### src/sv/pending_index_range_coalescer_macros.svh
// ----------------------------------------------------------------------------
// Pending index range coalescer: assertion macros
// Concurrent check wrappers; they compile away when SYNTHESIS is defined.
// ----------------------------------------------------------------------------
`ifndef PENDING_INDEX_RANGE_COALESCER_MACROS_SVH
`define PENDING_INDEX_RANGE_COALESCER_MACROS_SVH

`ifndef SYNTHESIS
`define PIRC_ASSERT(name, clk, rst, prop, msg) \
   name: assert property (@(posedge clk) disable iff (rst) (prop)) else $error(msg);
`define PIRC_ASSERT_NEVER(name, clk, rst, expr, msg) \
   name: assert property (@(posedge clk) disable iff (rst) !(expr)) else $error(msg);
`else
`define PIRC_ASSERT(name, clk, rst, prop, msg)
`define PIRC_ASSERT_NEVER(name, clk, rst, expr, msg)
`endif

`endif

### src/sv/pirc_pkg.sv
// ----------------------------------------------------------------------------
// Pending index range coalescer: package
// Widths, word types, controller states and the scan interface struct.
// ----------------------------------------------------------------------------
package pirc_pkg;

   localparam int MAX_SLOTS   = 64;
   localparam int SLOT_W      = 6;
   localparam int CAP_W       = 7;
   localparam int CNT_W       = 7;
   localparam int ROW_BITS    = 8;
   localparam int COL_W       = 3;
   localparam int ROWS        = MAX_SLOTS / ROW_BITS;
   localparam int ROW_ADDR_W  = SLOT_W - COL_W;

   localparam logic [CAP_W-1:0]  CAP_LIMIT = CAP_W'(MAX_SLOTS);
   localparam logic [SLOT_W-1:0] LAST_SLOT = SLOT_W'(MAX_SLOTS - 1);
   localparam logic [COL_W-1:0]  LAST_COL  = COL_W'(ROW_BITS - 1);

   localparam logic MODE_MARK  = 1'b0;
   localparam logic MODE_FLUSH = 1'b1;

   typedef struct packed {
      logic              mode;
      logic [SLOT_W-1:0] slot_index;
      logic              batch_open;
   } req_type;

   typedef struct packed {
      logic [SLOT_W-1:0] span_first;
      logic [CNT_W-1:0]  span_len;
      logic              last_range;
   } rsp_type;

   typedef enum logic [2:0] {
      ST_IDLE,
      ST_MK_WR,
      ST_FL_RD,
      ST_FL_SCAN,
      ST_FL_END
   } state_type;

   typedef struct packed {
      logic              clear_run;
      logic              active;
      logic              bit_set;
      logic [SLOT_W-1:0] index;
      logic              last_bit;
      logic              finish;
   } scan_type;

endpackage

### src/sv/pirc_ram.sv
// ----------------------------------------------------------------------------
// Pending index range coalescer: generic RAM
// One write port, one read port, read data registered.
// ----------------------------------------------------------------------------
module pirc_ram #(
   parameter int WIDTH = 8,
   parameter int DEPTH = 8,
   localparam int AddrW = (DEPTH > 1) ? $clog2(DEPTH) : 1
) (
   input  logic             clock,
   input  logic             wr_en,
   input  logic [AddrW-1:0] wr_addr,
   input  logic [WIDTH-1:0] wr_data,
   input  logic             rd_en,
   input  logic [AddrW-1:0] rd_addr,
   output logic [WIDTH-1:0] rd_data
);

   logic [WIDTH-1:0] mem_ff [DEPTH];
   logic [WIDTH-1:0] rd_data_ff;

   always_ff @(posedge clock) begin
      if (wr_en) begin
         mem_ff[wr_addr] <= wr_data;
      end
      if (rd_en) begin
         rd_data_ff <= mem_ff[rd_addr];
      end
   end

   assign rd_data = rd_data_ff;

endmodule

### src/sv/pirc_ctrl.sv
// ----------------------------------------------------------------------------
// Pending index range coalescer: bitmap controller
// Holds the bitmap in a row RAM with per-row valid bits, runs mark
// read-modify-write and the bit-serial flush scan.
// ----------------------------------------------------------------------------
`include "pending_index_range_coalescer_macros.svh"

module pirc_ctrl (
   input  logic                             clock,
   input  logic                             reset,
   input  logic                             start,
   input  pirc_pkg::req_type                req_data,
   output logic                             busy,
   input  logic                             csr_wr_en,
   input  logic [pirc_pkg::CAP_W-1:0]       csr_wr_data,
   output pirc_pkg::scan_type               scan
);

   pirc_pkg::state_type state_ff, state_in;
   logic [pirc_pkg::CAP_W-1:0]  cap_ff, cap_in;
   logic [pirc_pkg::CNT_W-1:0]  count_ff, count_in;
   logic [pirc_pkg::ROWS-1:0]   row_vld_ff, row_vld_in;
   logic [pirc_pkg::SLOT_W-1:0] idx_ff, idx_in;

   logic [pirc_pkg::CAP_W-1:0]      cap_eff;
   logic                            accept;
   logic [pirc_pkg::ROW_ADDR_W-1:0] row;
   logic [pirc_pkg::COL_W-1:0]      col;
   logic [pirc_pkg::ROW_BITS-1:0]   rd_data;
   logic [pirc_pkg::ROW_BITS-1:0]   row_data;
   logic                            cur_bit;
   logic                            rd_en;
   logic [pirc_pkg::ROW_ADDR_W-1:0] rd_addr;
   logic                            wr_en;
   logic [pirc_pkg::ROW_BITS-1:0]   wr_data;

   assign cap_eff  = (cap_ff > pirc_pkg::CAP_LIMIT) ? pirc_pkg::CAP_LIMIT : cap_ff;
   assign accept   = start && !busy;
   assign busy     = (state_ff != pirc_pkg::ST_IDLE);
   assign row      = idx_ff[pirc_pkg::SLOT_W-1:pirc_pkg::COL_W];
   assign col      = idx_ff[pirc_pkg::COL_W-1:0];
   // a row never written since the last clear reads as empty
   assign row_data = row_vld_ff[row] ? rd_data : '0;
   assign cur_bit  = row_data[col];

   assign rd_en   = (accept && req_data.mode == pirc_pkg::MODE_MARK)
                    || (state_ff == pirc_pkg::ST_FL_RD);
   assign rd_addr = (state_ff == pirc_pkg::ST_FL_RD) ? row
                    : req_data.slot_index[pirc_pkg::SLOT_W-1:pirc_pkg::COL_W];
   assign wr_en   = (state_ff == pirc_pkg::ST_MK_WR) && !cur_bit;
   assign wr_data = row_data | (pirc_pkg::ROW_BITS'(1) << col);

   pirc_ram #(
      .WIDTH (pirc_pkg::ROW_BITS),
      .DEPTH (pirc_pkg::ROWS)
   ) u_bitmap (
      .clock   (clock),
      .wr_en   (wr_en),
      .wr_addr (row),
      .wr_data (wr_data),
      .rd_en   (rd_en),
      .rd_addr (rd_addr),
      .rd_data (rd_data)
   );

   always_ff @(posedge clock) begin
      if (reset) begin
         state_ff   <= pirc_pkg::ST_IDLE;
         cap_ff     <= pirc_pkg::CAP_LIMIT;
         count_ff   <= '0;
         row_vld_ff <= '0;
      end else begin
         state_ff   <= state_in;
         cap_ff     <= cap_in;
         count_ff   <= count_in;
         row_vld_ff <= row_vld_in;
      end
      idx_ff <= idx_in;
   end

   always_comb begin
      state_in   = state_ff;
      cap_in     = cap_ff;
      count_in   = count_ff;
      row_vld_in = row_vld_ff;
      idx_in     = idx_ff;
      case (state_ff)
         pirc_pkg::ST_IDLE: begin
            if (accept) begin
               if (req_data.mode == pirc_pkg::MODE_MARK) begin
                  // drop marks at or above the capacity in use
                  if ({1'b0, req_data.slot_index} < cap_eff) begin
                     state_in = pirc_pkg::ST_MK_WR;
                     idx_in   = req_data.slot_index;
                  end
               end else if (req_data.batch_open && count_ff != '0) begin
                  state_in = pirc_pkg::ST_FL_RD;
                  idx_in   = '0;
               end
            end
         end
         pirc_pkg::ST_MK_WR: begin
            if (!cur_bit) begin
               count_in        = count_ff + pirc_pkg::CNT_W'(1);
               row_vld_in[row] = 1'b1;
            end
            state_in = pirc_pkg::ST_IDLE;
         end
         pirc_pkg::ST_FL_RD: begin
            state_in = pirc_pkg::ST_FL_SCAN;
         end
         pirc_pkg::ST_FL_SCAN: begin
            idx_in = idx_ff + pirc_pkg::SLOT_W'(1);
            if (idx_ff == pirc_pkg::LAST_SLOT) begin
               state_in = pirc_pkg::ST_FL_END;
            end else if (col == pirc_pkg::LAST_COL) begin
               state_in = pirc_pkg::ST_FL_RD;
            end
         end
         pirc_pkg::ST_FL_END: begin
            row_vld_in = '0;
            count_in   = '0;
            state_in   = pirc_pkg::ST_IDLE;
         end
         default: begin
            state_in = pirc_pkg::ST_IDLE;
         end
      endcase
      if (csr_wr_en) begin
         cap_in     = csr_wr_data;
         row_vld_in = '0;
         count_in   = '0;
      end
   end

   assign scan.clear_run = accept && (req_data.mode == pirc_pkg::MODE_FLUSH);
   assign scan.active    = (state_ff == pirc_pkg::ST_FL_SCAN);
   assign scan.bit_set   = cur_bit;
   assign scan.index     = idx_ff;
   assign scan.last_bit  = (idx_ff == pirc_pkg::LAST_SLOT);
   assign scan.finish    = (state_ff == pirc_pkg::ST_FL_END);

   `PIRC_ASSERT_NEVER(a_count_range, clock, reset, count_ff > pirc_pkg::CAP_LIMIT,
      "pending count above slot limit")
   `PIRC_ASSERT(a_flush_clears, clock, reset,
      (state_ff == pirc_pkg::ST_FL_END) |=> (count_ff == '0 && row_vld_ff == '0),
      "flush end left pending state")
   `PIRC_ASSERT(a_mark_counts, clock, reset,
      (state_ff == pirc_pkg::ST_MK_WR && !cur_bit && !csr_wr_en)
         |=> (count_ff == $past(count_ff) + pirc_pkg::CNT_W'(1)),
      "new mark not counted")

endmodule

### src/sv/pirc_run.sv
// ----------------------------------------------------------------------------
// Pending index range coalescer: run tracker
// Builds runs from the scanned bits and holds one closed run back so the
// final one of a flush can be flagged.
// ----------------------------------------------------------------------------
`include "pending_index_range_coalescer_macros.svh"

module pirc_run (
   input  logic               clock,
   input  logic               reset,
   input  pirc_pkg::scan_type scan,
   output logic               rsp_strobe,
   output pirc_pkg::rsp_type  rsp_data
);

   logic [pirc_pkg::SLOT_W-1:0] run_start_ff, run_start_in;
   logic [pirc_pkg::CNT_W-1:0]  run_len_ff, run_len_in;
   logic                        held_vld_ff, held_vld_in;
   logic [pirc_pkg::SLOT_W-1:0] held_start_ff, held_start_in;
   logic [pirc_pkg::CNT_W-1:0]  held_len_ff, held_len_in;
   logic                        rsp_vld_ff, rsp_vld_in;
   pirc_pkg::rsp_type           rsp_ff, rsp_in;

   logic [pirc_pkg::SLOT_W-1:0] new_start;
   logic [pirc_pkg::CNT_W-1:0]  new_len;
   logic                        close_old;
   logic                        close_new;

   assign new_start = (run_len_ff == '0) ? scan.index : run_start_ff;
   assign new_len   = run_len_ff + pirc_pkg::CNT_W'(1);
   assign close_old = scan.active && !scan.bit_set && run_len_ff != '0;
   assign close_new = scan.active && scan.bit_set && scan.last_bit;

   always_ff @(posedge clock) begin
      if (reset) begin
         run_len_ff  <= '0;
         held_vld_ff <= 1'b0;
         rsp_vld_ff  <= 1'b0;
      end else begin
         run_len_ff  <= run_len_in;
         held_vld_ff <= held_vld_in;
         rsp_vld_ff  <= rsp_vld_in;
      end
      run_start_ff  <= run_start_in;
      held_start_ff <= held_start_in;
      held_len_ff   <= held_len_in;
      rsp_ff        <= rsp_in;
   end

   always_comb begin
      run_start_in  = run_start_ff;
      run_len_in    = run_len_ff;
      held_vld_in   = held_vld_ff;
      held_start_in = held_start_ff;
      held_len_in   = held_len_ff;
      rsp_vld_in    = 1'b0;
      rsp_in        = rsp_ff;
      if (scan.clear_run) begin
         run_len_in  = '0;
         held_vld_in = 1'b0;
      end
      if (scan.active && scan.bit_set) begin
         run_start_in = new_start;
         run_len_in   = new_len;
      end
      if (close_old || close_new) begin
         // release the held run, hold the one just closed
         rsp_vld_in          = held_vld_ff;
         rsp_in.span_first   = held_start_ff;
         rsp_in.span_len     = held_len_ff;
         rsp_in.last_range   = 1'b0;
         held_vld_in         = 1'b1;
         held_start_in       = close_new ? new_start : run_start_ff;
         held_len_in         = close_new ? new_len : run_len_ff;
         run_len_in          = '0;
      end
      if (scan.finish) begin
         rsp_vld_in         = held_vld_ff;
         rsp_in.span_first  = held_start_ff;
         rsp_in.span_len    = held_len_ff;
         rsp_in.last_range  = 1'b1;
         held_vld_in        = 1'b0;
      end
   end

   assign rsp_strobe = rsp_vld_ff;
   assign rsp_data   = rsp_ff;

   `PIRC_ASSERT(a_run_nonzero, clock, reset, rsp_vld_ff |-> (rsp_ff.span_len != '0),
      "empty run emitted")
   `PIRC_ASSERT(a_run_fits, clock, reset,
      rsp_vld_ff |-> ({1'b0, rsp_ff.span_first} + rsp_ff.span_len <= pirc_pkg::CAP_LIMIT),
      "run passes slot limit")

endmodule

### src/sv/pending_index_range_coalescer.sv
// ----------------------------------------------------------------------------
// Pending index range coalescer
// Pending slot bitmap with mark and flush; a flush with batch_open set emits each run of
// contiguous pending slots as start and count, flags the final run, and
// clears the bitmap.
//
//   channel   ports                            handshake
//   --------  -------------------------------  ----------------------------
//   request   start, busy, req_data            taken when start && !busy
//   result    rsp_strobe, rsp_data             one-cycle strobe, no stall
//   csr       csr_wr_en, csr_wr_data           write when csr_wr_en
//
// A mark holds busy after the word is taken (row read, then write back
// through the bitmap RAM port); an out-of-range mark and a flush that does
// nothing never raise busy.
// A flush scans one slot per cycle plus one RAM read per 8-slot row, then
// clears the bitmap in ST_FL_END, with busy high throughout.
// Reset is synchronous; the bitmap reads empty right after reset through
// per-row valid bits, with no clearing pass. Capacity resets to 64.
// ----------------------------------------------------------------------------
module pending_index_range_coalescer (
   input  logic                       clock,
   input  logic                       reset,
   input  logic                       start,
   output logic                       busy,
   input  pirc_pkg::req_type          req_data,
   output logic                       rsp_strobe,
   output pirc_pkg::rsp_type          rsp_data,
   input  logic                       csr_wr_en,
   input  logic [pirc_pkg::CAP_W-1:0] csr_wr_data
);

   pirc_pkg::scan_type scan;

   pirc_ctrl u_ctrl (
      .clock       (clock),
      .reset       (reset),
      .start       (start),
      .req_data    (req_data),
      .busy        (busy),
      .csr_wr_en   (csr_wr_en),
      .csr_wr_data (csr_wr_data),
      .scan        (scan)
   );

   pirc_run u_run (
      .clock      (clock),
      .reset      (reset),
      .scan       (scan),
      .rsp_strobe (rsp_strobe),
      .rsp_data   (rsp_data)
   );

endmodule

### config.mk
export PLATFORM = sky130hd
export DESIGN_NAME = pending_index_range_coalescer
export DESIGN_NICKNAME = d
export VERILOG_FILES = /design/src/sv/pirc_pkg.sv /design/src/sv/pirc_ram.sv /design/src/sv/pirc_ctrl.sv /design/src/sv/pirc_run.sv /design/src/sv/pending_index_range_coalescer.sv
export VERILOG_INCLUDE_DIRS = /design/src /design/src/sv
export SDC_FILE = /design/constraint.sdc
export NUM_CORES = 1
export LEC_CHECK = 0
export ABC_AREA = 1
export BUFFER_PORTS_ARGS = -buffer_cell sky130_fd_sc_hd__buf_2
export CAP_MARGIN = 20
export CORE_ASPECT_RATIO = 1.4
export CORE_UTILIZATION = 65
export DETAILED_ROUTE_END_ITERATION = 8
export PLACE_DENSITY_LB_ADDON = 0.3
export SETUP_SLACK_MARGIN = 0.1
export SYNTH_ARGS = -nofsm -noshare
export SYNTH_HDL_FRONTEND = slang
export SYNTH_SLANG_ARGS = --single-unit
### constraint.sdc
create_clock -name clock -period 4 [get_ports clock]
set_clock_uncertainty 0.1 [all_clocks]
set_input_delay 0.8 -clock clock [delete_from_list [all_inputs] [get_ports clock]]
set_output_delay 0.8 -clock clock [all_outputs]
set_load 0.01 [all_outputs]
* Word level (Yosys, flattened, before mapping)
Memory sizes are Yosys's and may differ from the RTL's. A register that Yosys moved wholly into a read port is not among the register bits. Cells that the tools add are included.
Word-level totals: register bits 73, RAM bits 64, input bits 19, output and inout port bits 16, logic and storage cells 106, memories kept 1
Operators by class: add/sub/neg operators 3, magnitude comparators 5, equality and inequality tests 11, shifts and indexed selects 1, muxes and demuxes 38, bitwise operators 3, reduce and logical (&&, ||, !) cells 30
Memories:
- u_ctrl.u_bitmap.mem_ff | words 8, width 8, rd ports 1, clocked after Yosys merged registers in 1, wr ports 1, line pirc_ram.sv:19 | logic [WIDTH-1:0] mem_ff [DEPTH];
Operators with widths (count):
- $mux W6 | 6
- $mux W7 | 5
- $mux W14 | 2
- $mux W3 | 7
- $mux W8 | 2
- $or A8 B8 Y8 | 2
- $pmux W8 S2 | 1
- $add A7 B1 Y7 const B | 2
- $pmux W7 S2 | 1
- $reduce_bool A7 Y1 | 2
- $pmux W6 S2 | 1
- $logic_and A1 B1 Y1 | 10
- $reduce_bool A2 Y1 | 5
- $mux W1 | 9
- $pmux W3 S3 | 1
- $lt A3 B4 Y1 const B | 2
- $reduce_and A4 Y1 | 2
- $shl A1 B3 Y8 const A | 1
- $gt A7 B7 Y1 const B | 1
- $logic_not A7 Y1 | 1
- $lt A6 B7 Y1 | 1
- $add A6 B1 Y6 const B | 1
- $bmux W1 S3 | 2
- $eq A3 B2 Y1 const B | 2
- other kinds (16) | 22

* Depth between registers and ports, before layout
word-level depth 11, depth in mapped cells 17, gate-level depth less buffers 14

* Modules after synthesis
A second synthesis with hierarchy kept.
Second synthesis, totals: cell total of the unflattened synthesis 806, area, all modules 7145.6 um^2
By module, submodules not included:
- pirc_ram | instances 1, cells an instance 303, area an instance 3130.5 um^2, seq. area each 2162.1 um^2
- pirc_ctrl | instances 1, cells an instance 302, area an instance 2087.0 um^2, seq. area each 680.7 um^2
- pirc_run | instances 1, cells an instance 201, area an instance 1928.1 um^2, seq. area each 1161.1 um^2

* Worst setup path after synthesis
Ideal clock, no wire load.
kind register to register, from reg u_ctrl.idx_ff[3] (netlist name), to mem u_ctrl.u_bitmap.mem_ff[7][0], enable pin, library setup time 0.374 ns, data arrival time 2.009 ns, data required time 3.526 ns, setup slack 1.517 ns, stages on the path, launching flop included 14, path buffers 2, period minus slack after synthesis 2.483 ns, cell sequence edfxtp_1 > buf_4 > nand2_1 > nor2_2 > nand2_1 > nand2_1 > nor2_1 > nand2_2 > buf_6 > nand3_1 > nand3_2 > nand3_4 > nand3_2 > nor2_1
On the way: cells in the longest elaborated chain, start to end 9
RTL lines:
- from (decl) | line pirc_ctrl.sv:23 | logic [pirc_pkg::SLOT_W-1:0] idx_ff, idx_in;
- from (signal assigned) | line pirc_ctrl.sv:78 | idx_ff <= idx_in;
- $bmux W1 S3 | line pirc_ctrl.sv:43 | assign row_data = row_vld_ff[row] ? rd_data : '0;
- $mux W1 (implied by the code) | line pirc_ctrl.sv:43
- $mux W8 | line pirc_ctrl.sv:43
- $bmux W1 S3 | line pirc_ctrl.sv:44 | assign cur_bit = row_data[col];
- $mux W1 (implied by the code) | line pirc_ctrl.sv:44
- $logic_not A1 Y1 | line pirc_ctrl.sv:50 | assign wr_en = (state_ff == pirc_pkg::ST_MK_WR) && !cur_bit;
- $logic_and A1 B1 Y1 | line pirc_ctrl.sv:50
- $mux W1 | line pirc_ram.sv:23 | if (wr_en) begin
- $mux W1 (implied by the code) | line pirc_ram.sv:24 | mem_ff[wr_addr] <= wr_data;
- to (decl) | line pirc_ram.sv:19
Several ways; a longest one is shown, not always the timed one. The select of a mux whose other input is x is not followed.

* Final worst setup path
from reg u_ctrl.idx_ff[3] (netlist name), to mem u_ctrl.u_bitmap.mem_ff[6][2], enable pin
The elaborated chain is that of the path after synthesis.

==> flow_metrics.env <==
export IMPL_clk_pin_slew_ps=60
export IMPL_portBuffers=34
export IMPL_seq_area_frac_synth=0.613
export IMPL_grt_max_degree=33
export IMPL_die_x_um=86.7
export IMPL_synth_net_count=672
export IMPL_start_util=0.679
export IMPL_whs_path_depth=2
export IMPL_reg2reg_setup_slack_ps=890
export IMPL_clkLatencyLatePin_ps=420
export IMPL_num_io_pins=35
export IMPL_rows=42
export IMPL_cp_required_ps=3950
export IMPL_power_density_nw_per_um2=599
export IMPL_setup_viol=0
export IMPL_htreeDepth=4
export IMPL_areaGrowthSynthToFinish_pct=13.2
export IMPL_endpoint_kind="register"
export IMPL_startpoint_type="register"
export IMPL_syn_instance_count=638
export IMPL_stdcell_count=827
export IMPL_syn_area_per_cell_um2=10.2
export IMPL_numCtsBuffers=17
export IMPL_outcome="complete, no violations"
export IMPL_cts_num_sinks=145
export IMPL_nets=716
export IMPL_async_flop_share=0
export IMPL_power_leakage_nw=2.77
export IMPL_wire_per_inst_um=18.6
export IMPL_netlist_area_um2=6530
export IMPL_grt_overflow=0
export IMPL_synth_ff_latch_count=145
export IMPL_die_h_um=121
export IMPL_final_antenna_net_count=0
export IMPL_drt_iter0_drc=468
export IMPL_final_common_cell="edfxtp_1"
export IMPL_cap_violations=0
export IMPL_fin_crit_sh=0.777
export IMPL_clock_fmax_ghz=0.322
export IMPL_regToRegEndpoint="u_ctrl.u_bitmap.mem_ff[6][2]$_DFFE_PP_"
export IMPL_cts_resized=0
export IMPL_root_buffer="clkbuf_16"
export IMPL_slew_viol_final=0
export IMPL_layout_setup_ws_ps=892
export IMPL_final_area_um2=7400
export IMPL_path_max_fanout=16
export IMPL_antenna_found_initial=0
export IMPL_pre_cts_slack_ps=923
export IMPL_drc=0
export IMPL_hold_worst_slack_ps=361
export IMPL_tritoncts="built"
export IMPL_worstHoldEndpoint="u_run.rsp_strobe$_SDFF_PP0_"
export IMPL_hold_viol=0
export IMPL_ir_drop_uv=488
export IMPL_track_usage=0.324
export IMPL_min_path_type="reg2reg"
export IMPL_place_area_um2=6840
export IMPL_cts_buffer_depth=2
export IMPL_vias=5018
export IMPL_hold_start="u_run.held_vld_ff$_SDFFE_PP0P_"
export IMPL_period_needed_ps=3110
export IMPL_worstMarginPinSlew_ps=1090
export IMPL_synth_edf_count=110
export IMPL_tns_ps=0
export IMPL_vias_per_cell=6.07
export IMPL_grt_pass1_wl_um=24800
export IMPL_ys_types=35
export IMPL_ys_flop_type="edfxtp_1"
export IMPL_yosys_warnings=0
export IMPL_criticalPathCategory="reg2reg"
export IMPL_final_cell_mix="edfxtp_1 (110), nand2_1 (89), nor2_1 (88)"
export IMPL_gp_congestion=0.958
export IMPL_coreArea_um2=9620
export IMPL_slew_headroom=0.267
export IMPL_arrival_ps=3060
export IMPL_cts_setup_buffers=0
export IMPL_rsz0062_at_grt="no"
export IMPL_final_layout_size_suffix_gt1_frac=0.131
export IMPL_antenna_cells=0
export IMPL_dp_cells=793
export IMPL_r2r_start="u_ctrl.idx_ff[3]$_DFFE_PP_"
export IMPL_ctsHoldBuffers=0
export IMPL_firstDrtPassIters=7
export IMPL_die_area_um2=10500
export IMPL_hpwl_um=10700
export IMPL_reg2regPathDepth=10
export IMPL_grt_pass1_vias=4855
export IMPL_drt_total_wl_um=15400
where the power goes:
group	switching [mW]	internal (mW)
Combinational	0.720	0.282
Sequential	0.114	1.85
Clock	0.613	0.848
sequential cells by signal (all words and copies together), names as in the netlist, 7 cells and up:
register	cells
u_ctrl.cap_ff	7
u_ctrl.count_ff	7
u_ctrl.row_vld_ff	8
u_ctrl.u_bitmap.mem_ff	64
u_ctrl.u_bitmap.rd_data	8
u_run.held_len_ff	7
u_run.rsp_data	14
u_run.run_len_ff	7
Yosys cell counts, types with 2 or more instances:
cell / count / area [um2]
a21o_1: 2 / 15.0
a21oi_1: 17 / 85.1
a31oi_1: 8 / 50.1
and2_1: 13 / 81.3
buf_4: 3 / 22.5
buf_6: 2 / 22.5
clkbuf_1: 14 / 52.6
dfxtp_1: 35 / 701
edfxtp_1: 110 / 3300
ha_1: 15 / 188
inv_1: 49 / 184
inv_2: 2 / 7.51
nand2_1: 89 / 334
nand2_2: 2 / 12.5
nand2_4: 2 / 22.5
nand3_1: 44 / 220
nand3_2: 5 / 50.1
nand3_4: 3 / 52.6
nand3b_1: 4 / 30.0
nand4_1: 11 / 68.8
nor2_1: 88 / 330
nor2_2: 2 / 12.5
nor3_1: 11 / 55.1
o21ai_0: 60 / 300
o21ai_1: 4 / 20.0
o21bai_1: 16 / 120
o22ai_1: 14 / 87.6
xor2_1: 6 / 52.6
per-layer routing:
layer | wire (um) | up-vias | part of all wire | global-route usage
met3 | 1000 | 55 | 0.065 | 0.0580
met1 | 5740 | 2382 | 0.37 | 0.375
met2 | 8000 | 268 | 0.52 | 0.570
li1 | - | 2313 | - | -
met4 | 641 | 0 | 0.042 | 0.164
met5 | 0 | - | 0 | 0
worst max-delay path: stages, from the launching register on:
cell	delay [ps]
edfxtp_1	570
inv_2	160
nand4_1	130
nand2_1	70
nor2_1	110
nand2_2	190
nand3_1	150
nand3_1	140
nand3_4	160
nand3_2	250
nor2_1	690
cell families after synthesis:
logic type / synth area share
simple gates: 0.197
flops: 0.613
compound gates: 0.107
buf+inv: 0.0456
fa+ha+maj: 0.0287
xor+xnor: 0.00805
how the worst max path moves through the flow:
stage | cells past startpoint | start | slack [ps] | end
floorplan | 13 | u_ctrl.idx_ff[3]$_DFFE_PP_ | 1520 | u_ctrl.u_bitmap.mem_ff[7][0]$_DFFE_PP_
global placement | 10 | u_ctrl.idx_ff[3]$_DFFE_PP_ | 1120 | u_ctrl.u_bitmap.mem_ff[0][4]$_DFFE_PP_
detailed placement | 10 | u_ctrl.idx_ff[3]$_DFFE_PP_ | 920 | u_ctrl.u_bitmap.mem_ff[6][3]$_DFFE_PP_
CTS | 10 | u_ctrl.idx_ff[3]$_DFFE_PP_ | 950 | u_ctrl.u_bitmap.mem_ff[6][1]$_DFFE_PP_
global route | 10 | u_ctrl.idx_ff[3]$_DFFE_PP_ | 660 | u_ctrl.u_bitmap.mem_ff[0][1]$_DFFE_PP_
finish | 10 | u_ctrl.idx_ff[3]$_DFFE_PP_ | 890 | u_ctrl.u_bitmap.mem_ff[6][2]$_DFFE_PP_
cell type report:
class / count / area [um2]
sequential: 145 / 4000
tap: 132 / 165
fill: 631 / 2220
clock buffer: 18 / 429
timing repair buffer: 45 / 253
multi-input combinational: 421 / 2230
inverter: 52 / 195
clock inverter: 14 / 116
metrics by stage:
stage                     power [mW]  utilization
final                           4.43        0.769
after global routing            4.60        0.769
after CTS                       4.40        0.767
after detailed placement        2.95        0.711
after global placement          2.92        0.711
after floorplan                 2.60            -
Power figures use the tool's default switching activity.
